<file path="config.mk">
export PLATFORM = sky130hd
export DESIGN_NAME = dhi_ctrl
export DESIGN_NICKNAME = d
export VERILOG_FILES = /design/src/rtl/dhi_pkg.sv /design/src/rtl/dhi_ctrl.sv
export SDC_FILE = /design/constraint.sdc
export NUM_CORES = 1
export LEC_CHECK = 0
export ABC_AREA = 0
export BUFFER_PORTS_ARGS = -buffer_cell sky130_fd_sc_hd__buf_2
export CAP_MARGIN = 15
export CORE_UTILIZATION = 51
export CTS_CLUSTER_SIZE = 28
export DETAILED_ROUTE_END_ITERATION = 10
export PLACE_DENSITY = 0.82
export REMOVE_ABC_BUFFERS = 1
export SETUP_SLACK_MARGIN = 0.4
export SLEW_MARGIN = 15
export SYNTH_ARGS = -nofsm -noshare
export SYNTH_HDL_FRONTEND = slang
export SYNTH_SLANG_ARGS = --single-unit
</file>
<file path="constraint.sdc">
create_clock -name clk -period 6.8 [get_ports clk]
set_clock_uncertainty 0.2 [all_clocks]
set_input_delay 1.7 -clock clk [delete_from_list [all_inputs] [get_ports clk]]
set_output_delay 1.7 -clock clk [all_outputs]
set_load 0.01 [all_outputs]
</file>
<file path="src/rtl/dhi_pkg.sv">
`timescale 1ns / 1ps
// dhi_pkg: widths, codes, hash helpers and control/status structs of the
// double-hash index table. Used by dhi_ctrl, dhi_datapath and the top level; no dependencies.
package dhi_pkg;

    // Sizing
    localparam int MAX_TABLE_BITS = 12;
    localparam int MIN_TABLE_BITS = 6;
    localparam int SLOT_W         = MAX_TABLE_BITS;
    localparam int SLOT_DEPTH     = 1 << MAX_TABLE_BITS;
    localparam int STACK_DEPTH    = 1 << (MAX_TABLE_BITS - 1);
    localparam int STACK_AW       = MAX_TABLE_BITS - 1;
    localparam int COUNT_W        = MAX_TABLE_BITS;
    localparam int INDEX_W        = MAX_TABLE_BITS - 1;
    localparam int BITS_W         = 4;
    localparam int KEY_W          = 64;
    localparam int CMD_W          = 2;
    localparam int STATUS_W       = 3;
    localparam int OUT_DATA_W     = ((INDEX_W + COUNT_W + 7) / 8) * 8;

    // Hash folding: shifts by multiples of 5 (start) and 7 (step)
    localparam int START_SHIFT = 5;
    localparam int STEP_SHIFT  = 7;
    localparam int START_TERMS = KEY_W / START_SHIFT + 1;
    localparam int STEP_TERMS  = KEY_W / STEP_SHIFT + 1;

    localparam logic [KEY_W-1:0]   KEY_EMPTY   = KEY_W'(0);
    localparam logic [KEY_W-1:0]   KEY_REMOVED = KEY_W'(1);
    localparam logic [BITS_W-1:0]  BITS_RESET  = BITS_W'(MAX_TABLE_BITS);
    localparam logic [COUNT_W-1:0] GUARD_RESET = COUNT_W'(1) << (MAX_TABLE_BITS - 1);

    typedef enum logic [CMD_W-1:0] {
        CMD_FIND   = 2'd0,
        CMD_ADD    = 2'd1,
        CMD_REMOVE = 2'd2,
        CMD_CLEAR  = 2'd3
    } cmd_e;

    typedef enum logic [STATUS_W-1:0] {
        ST_FOUND     = 3'd0,
        ST_INSERTED  = 3'd1,
        ST_NOT_FOUND = 3'd2,
        ST_FULL      = 3'd3,
        ST_RESERVED  = 3'd4,
        ST_CLEARED   = 3'd5
    } status_e;

    // Controller to datapath
    typedef struct packed {
        logic    load;       // latch a new command word
        logic    clr_init;   // load new size, empty counters
        logic    clr_write;  // write one empty slot of the sweep
        logic    rd;         // read slot key and value
        logic    adv;        // step to next slot of the probe chain
        logic    ins;        // store key in current slot
        logic    rem;        // mark current slot removed, push index
        logic    res_set;    // record result code
        status_e res_status;
        logic    res_hit;    // result index comes from slot value
        logic    out_load;   // move result into the output register
    } dhi_cmd_t;

    // Datapath to controller
    typedef struct packed {
        cmd_e cmd;
        logic reserved;
        logic guard_zero;
        logic key_match;
        logic key_empty;
        logic key_removed;
        logic probe_last;
        logic sweep_last;
        logic out_free;
    } dhi_sts_t;

    // XOR of arithmetic right shifts of a 32-bit value by multiples of step
    function automatic logic [SLOT_W-1:0] fold_hash(input logic [31:0] v,
                                                    input int step,
                                                    input int terms);
        logic [31:0]        acc;
        logic signed [31:0] sv;
        acc = '0;
        sv  = signed'(v);
        for (int i = 0; i < terms; i++) begin
            acc = acc ^ 32'(sv >>> (step * i));
        end
        return acc[SLOT_W-1:0];
    endfunction

    function automatic logic [BITS_W-1:0] clamp_bits(input logic [BITS_W-1:0] b);
        logic [BITS_W-1:0] r;
        r = b;
        if (b < BITS_W'(MIN_TABLE_BITS)) begin
            r = BITS_W'(MIN_TABLE_BITS);
        end
        else if (b > BITS_W'(MAX_TABLE_BITS)) begin
            r = BITS_W'(MAX_TABLE_BITS);
        end
        return r;
    endfunction

endpackage

</file>
<file path="src/rtl/dhi_ctrl.sv">
`timescale 1ns / 1ps
// dhi_ctrl: command sequencer of the double-hash index table.
// Depends on dhi_pkg; drives dhi_datapath through dhi_cmd_t.
module dhi_ctrl (
    input  logic              clk,
    input  logic              rst_n,
    input  logic              s_tvalid,
    output logic              s_tready,
    input  dhi_pkg::dhi_sts_t sts,
    output dhi_pkg::dhi_cmd_t cmd
);

    typedef enum logic [8:0] {
        S_INIT   = 9'b000000001,
        S_IDLE   = 9'b000000010,
        S_DISP   = 9'b000000100,
        S_CLEAR  = 9'b000001000,
        S_READ   = 9'b000010000,
        S_CHECK  = 9'b000100000,
        S_INSERT = 9'b001000000,
        S_REMOVE = 9'b010000000,
        S_DONE   = 9'b100000000
    } state_t;

    state_t state_reg;
    state_t state_next;

    assign s_tready = (state_reg == S_IDLE);

    // next state and command decode
    always_comb
    begin
        state_next = state_reg;
        cmd        = '0;
        cmd.res_status = dhi_pkg::ST_FOUND;
        unique case (state_reg)
            S_INIT:
            begin
                cmd.clr_write = 1'b1;
                if (sts.sweep_last)
                begin
                    state_next = S_IDLE;
                end
            end
            S_IDLE:
            begin
                if (s_tvalid)
                begin
                    cmd.load   = 1'b1;
                    state_next = S_DISP;
                end
            end
            S_DISP:
            begin
                priority if (sts.cmd == dhi_pkg::CMD_CLEAR)
                begin
                    cmd.clr_init = 1'b1;
                    state_next   = S_CLEAR;
                end
                else if (sts.reserved)
                begin
                    cmd.res_set    = 1'b1;
                    cmd.res_status = dhi_pkg::ST_RESERVED;
                    state_next     = S_DONE;
                end
                else if (sts.cmd == dhi_pkg::CMD_ADD && sts.guard_zero)
                begin
                    cmd.res_set    = 1'b1;
                    cmd.res_status = dhi_pkg::ST_FULL;
                    state_next     = S_DONE;
                end
                else
                begin
                    state_next = S_READ;
                end
            end
            S_CLEAR:
            begin
                cmd.clr_write = 1'b1;
                if (sts.sweep_last)
                begin
                    cmd.res_set    = 1'b1;
                    cmd.res_status = dhi_pkg::ST_CLEARED;
                    state_next     = S_DONE;
                end
            end
            S_READ:
            begin
                cmd.rd     = 1'b1;
                state_next = S_CHECK;
            end
            S_CHECK:
            begin
                if (sts.cmd == dhi_pkg::CMD_ADD)
                begin
                    // first empty or removed slot takes the key
                    priority if (sts.key_empty || sts.key_removed)
                    begin
                        state_next = S_INSERT;
                    end
                    else if (sts.key_match)
                    begin
                        cmd.res_set    = 1'b1;
                        cmd.res_status = dhi_pkg::ST_FOUND;
                        cmd.res_hit    = 1'b1;
                        state_next     = S_DONE;
                    end
                    else if (sts.probe_last)
                    begin
                        cmd.res_set    = 1'b1;
                        cmd.res_status = dhi_pkg::ST_FULL;
                        state_next     = S_DONE;
                    end
                    else
                    begin
                        cmd.adv    = 1'b1;
                        state_next = S_READ;
                    end
                end
                else
                begin
                    priority if (sts.key_match)
                    begin
                        cmd.res_set    = 1'b1;
                        cmd.res_status = dhi_pkg::ST_FOUND;
                        if (sts.cmd == dhi_pkg::CMD_REMOVE)
                        begin
                            state_next = S_REMOVE;
                        end
                        else
                        begin
                            cmd.res_hit = 1'b1;
                            state_next  = S_DONE;
                        end
                    end
                    else if (sts.key_empty || sts.probe_last)
                    begin
                        cmd.res_set    = 1'b1;
                        cmd.res_status = dhi_pkg::ST_NOT_FOUND;
                        state_next     = S_DONE;
                    end
                    else
                    begin
                        cmd.adv    = 1'b1;
                        state_next = S_READ;
                    end
                end
            end
            S_INSERT:
            begin
                cmd.ins    = 1'b1;
                state_next = S_DONE;
            end
            S_REMOVE:
            begin
                cmd.rem    = 1'b1;
                state_next = S_DONE;
            end
            S_DONE:
            begin
                if (sts.out_free)
                begin
                    cmd.out_load = 1'b1;
                    state_next   = S_IDLE;
                end
            end
            default:
            begin
                state_next = S_IDLE;
            end
        endcase
    end

    always_ff @(posedge clk or negedge rst_n)
    begin
        if (!rst_n)
        begin
            state_reg <= S_INIT;
        end
        else
        begin
            state_reg <= state_next;
        end
    end

    // an accepted word is always dispatched next
    a_accept_disp: assert property (@(posedge clk) disable iff (!rst_n)
        (s_tvalid && s_tready) |=> (state_reg == S_DISP))
        else $error("accepted word not dispatched");

    // no table update while waiting for a word
    a_idle_quiet: assert property (@(posedge clk) disable iff (!rst_n)
        s_tready |-> !(cmd.clr_write || cmd.ins || cmd.rem))
        else $error("table written while idle");

    // an insert always ends in the result state
    a_ins_done: assert property (@(posedge clk) disable iff (!rst_n)
        cmd.ins |=> (state_reg == S_DONE))
        else $error("insert not followed by result");

endmodule

</file>
== Word-level counts from Yosys, hierarchy flattened ==
Index checks and enable logic that the tools add are counted.
Widths: inputs -> output; s select.

* Reductions and logical operators: 6
* Equality and inequality tests: 16
* Bitwise operators: 0
* Multiply operators: 0
* Shifts and indexed selects: 0
* Add/subtract/negate cells: 0
* Div/mod/pow operators: 0
* Mux-type cells: 47
* Order comparisons: 0

{| class="wikitable"
|+ Operator list
! kind !! number
|-
| $mux 9 || 14
|-
| $pmux 9 s8 || 1
|-
| $mux 4 || 8
|-
| $mux 1 || 21
|-
| $pmux 4 s3 || 1
|-
| $mux 5 || 2
|-
| $eq 9x1->1 const B || 1
|-
| $eq 9x2->1 const B || 1
|-
| $eq 9x3->1 const B || 1
|-
| $eq 9x4->1 const B || 1
|-
| $eq 9x5->1 const B || 1
|-
| $eq 9x6->1 const B || 1
|-
| $eq 9x7->1 const B || 1
|-
| $eq 9x8->1 const B || 1
|-
| $eq 9x9->1 const B || 1
|-
| $ne 2x2->1 const B || 4
|-
| $eq 2x2->1 const B || 2
|-
| $reduce_and 4->1 || 1
|-
| $reduce_or 2->1 || 2
|-
| $eq 2x1->1 const B || 1
|-
| $logic_or 1x1->1 || 2
|-
| $logic_and 1x1->1 || 1
|}

* Logic and storage cells: 70
* RAM bits: 0
* Register bits: 9
* Input bits: 13
* Memories: 0
* ROM bits: 0
* Bits in latches: 0
* Output and inout bits: 14

== Logic depth before layout (Yosys ltp) ==
* Depth after elaboration: 6
* Gate-level depth with buffers: 6
* Depth with buffers taken out: 4

== Worst setup path before layout ==
Ideal clock, no wire load.

* Path type: in2out
* Start: input port sts[8] in the netlist's numbering
* End: output port cmd[1] in the netlist's numbering
* Cell stages on the path: 3
* Path slack: 2.405 ns
* Path buffers: 0
* Arrival: 2.495 ns
* Data required time: 4.900 ns
* Cell sequence: nor2b_1 -> o21ai_0 -> and4b_1

{| class="wikitable"
|+ RTL lines
! element !! RTL line !! source
|-
| start, declared || dhi_ctrl.sv:9 || <nowiki>input dhi_pkg::dhi_sts_t sts,</nowiki>
|-
| end, declared || dhi_ctrl.sv:10 || <nowiki>output dhi_pkg::dhi_cmd_t cmd</nowiki>
|}

==> impl_metrics.env <==
export IMPL_p_clk_frac=0.191
export IMPL_cts_setup_buffers=0
export IMPL_final_cells=127
export IMPL_hold_buffers=0
export IMPL_rsz0062_at_grt="no"
export IMPL_hp_class="reg2reg"
export IMPL_synth_area_leaders="dfrtp_1, or4_2, nor4_1, o21ai_0, nand2_1"
export IMPL_avgSynthCellArea_um2=8.69
export IMPL_grt_pass1_wl_mm=2.62
export IMPL_seq_area_frac_synth=0.303
export IMPL_wl_mm=1.76
export IMPL_grt_pass1_vias=617
export IMPL_cts_buffers=3
export IMPL_switching_share=0.415
export IMPL_powerDensity_nw_per_um2=242
export IMPL_avgViaCountPerCell=6.32
export IMPL_grt_ovfl_total=0
export IMPL_drv_slew=0
export IMPL_track_usage=0.249
export IMPL_insertion_delay_ns=0.26
export IMPL_maxCapViolCount=0
export IMPL_power_frac_seq=0.353
export IMPL_final_layout_size_suffix_gt1_frac=0.375
export IMPL_maxSlewHeadroom=0.692
export IMPL_drt_iter0_markers=28
export IMPL_cts_buffer_depth=2
export IMPL_area_growth_pct=20.3
export IMPL_io_buffers=26
export IMPL_dieHeight_um=40.3
export IMPL_synth_top_area_cell="dfrtp_1"
export IMPL_row_count=13
export IMPL_worst_ep_required_time_ns=4.90
export IMPL_cts_tree="yes"
export IMPL_dp_hpwl_mm=1.39
export IMPL_fin_crit_sh=0.697
export IMPL_vdd_drop_max_v=0.000137
export IMPL_htreeDepth=1
export IMPL_root_buffer="clkbuf_4"
export IMPL_clkTransAtPathRegs_ns=0.06
export IMPL_setup_tns_final_ns=0
export IMPL_placed_area_um2=872
export IMPL_antenna_cells=0
export IMPL_ys_types=41
export IMPL_dp_cells=123
export IMPL_synthArstFlopShare=1.00
export IMPL_synth_common_cells="dfrtp_1, nand2_1, o21ai_0, nor3_1, nor4_1"
export IMPL_postRouteAntennaNets=0
export IMPL_largest_reg_flops=9
export IMPL_synth_seq_cells=9
export IMPL_pin_count=27
export IMPL_coreArea_um2=1330
export IMPL_ys_warn_count=0
export IMPL_synth_cells=86
export IMPL_grt_max_degree=11
export IMPL_antenna_found_initial=0
export IMPL_start_util=0.560
export IMPL_setup_viol=0
export IMPL_wl_per_cell_um=13.8
export IMPL_fmax_mhz=211
export IMPL_num_nets_final=126
export IMPL_syn_area_um2=747
export IMPL_start_kind="input pin"
export IMPL_status="finished clean"
export IMPL_die_x_um=40.3
export IMPL_routed_via_count=803
export IMPL_synth_edf_count=0
export IMPL_switchingPower_mw=0.0902
export IMPL_combPwrFrac=0.456
export IMPL_hold_violations=0
export IMPL_gp_congestion=0.793
export IMPL_worstSetupEndpointType="output pin"
export IMPL_first_pass_iters=6
export IMPL_cts_resized=0
export IMPL_period_needed_ns=4.74
export IMPL_critPathKind="in2out"
export IMPL_synth_top_area_frac=0.268
export IMPL_worstMarginPinSlew_ns=0.457
export IMPL_cts_sinks=9
export IMPL_leakagePower_nw=0.424
export IMPL_drc=0
export IMPL_synth_ff_type="dfrtp_1"
export IMPL_p_int_mw=0.127
export IMPL_arrival_ns=2.84
export IMPL_fin_area_um2=898
export IMPL_crit_fanout=5
export IMPL_die_area_um2=1620
[metrics by stage]
step	total power [mW]	util	hold slack [ns]	setup slack [ns]
2_1_floorplan	0.144	-	0.300	2.41
3_3_place_gp	0.172	0.654	0.325	2.10
3_5_place_dp	0.177	0.654	0.324	2.07
4_1_cts	0.217	0.674	0.333	2.06
5_1_grt	0.235	0.674	0.356	1.99
6_report	0.217	0.674	0.335	2.06
[power by group through the flow]
stage | Sequential (mW) | Clock, mW | Combinational (mW)
2_1_floorplan | 0.0725 | 0 | 0.0714
3_3_place_gp | 0.0768 | 0 | 0.0953
3_5_place_dp | 0.0777 | 0 | 0.0989
4_1_cts | 0.0767 | 0.0417 | 0.0990
5_1_grt | 0.0787 | 0.0468 | 0.109
6_report | 0.0768 | 0.0415 | 0.0992
[critical path, cell delays in order]
cell,delay (ns)
buf_2,0.11
nor2b_1,0.33
o21ai_0,0.28
and4b_1,0.28
buf_2,0.13
[area by class of cell]
type                            instances  area (um2)
Tap cell                               15        18.8
Sequential cell                         9         226
Multi-Input combinational cell         71         489
Timing Repair Buffer                   26         130
Fill cell                             120         435
Inverter                                2        7.51
Clock buffer                            4        26.3
[logic make-up (layout without fill, tap and decap cells)]
family,Yosys count,count (layout),share of synthesized area
xor gates and xnor gates,3,3,0.0352
and+or+nand+nor,48,48,0.407
AOI/OAI and AO/OA,20,20,0.213
DFF,9,9,0.303
buffers and inverters,6,32,0.0419
[worst paths after layout]
path / start / endpoint / slack, ns / cells past startpoint
max reg2reg: state_reg[7]$_DFFE_PN0P_ / state_reg[4]$_DFFE_PN0P_ / 4.52 / 4
min: state_reg[0]$_DFFE_PN1P_ / state_reg[0]$_DFFE_PN1P_ / 0.34 / 1
min reg2reg: state_reg[0]$_DFFE_PN1P_ / state_reg[0]$_DFFE_PN1P_ / 0.34 / 1
max in group asynchronous: rst_n / state_reg[0]$_DFFE_PN1P_ / 5.07 / 1
max: sts[8] / cmd[1] / 2.06 / 5
min in group asynchronous: rst_n / state_reg[3]$_DFFE_PN0P_ / 1.07 / 1
[cells in the final DEF (no fill, tap or decap), drive strengths merged, types with 2 or more instances in the layout]
cell type,synthesis,layout
buf,2,26
nand2,8,8
dfrtp,8,8
or4,7,7
o21ai,6,6
nor3,5,5
nor4,5,5
clkbuf,2,4
nand2b,3,3
nand3,3,3
or4b,2,2
or2,2,2
nor2b,2,2
nor2,2,2
inv,2,2
o211ai,2,2
o31ai,2,2
and2,2,2
xor2,2,2
[layer usage]
layer / GRT usage / vias up / share of wire
li1: - / 390 / -
met1: 0.288 / 375 / 0.44
met2: 0.411 / 28 / 0.48
met3: 0.0778 / 10 / 0.056
met4: 0.125 / 0 / 0.023
met5: 0 / - / 0
Power figures use the tool's default switching activity.
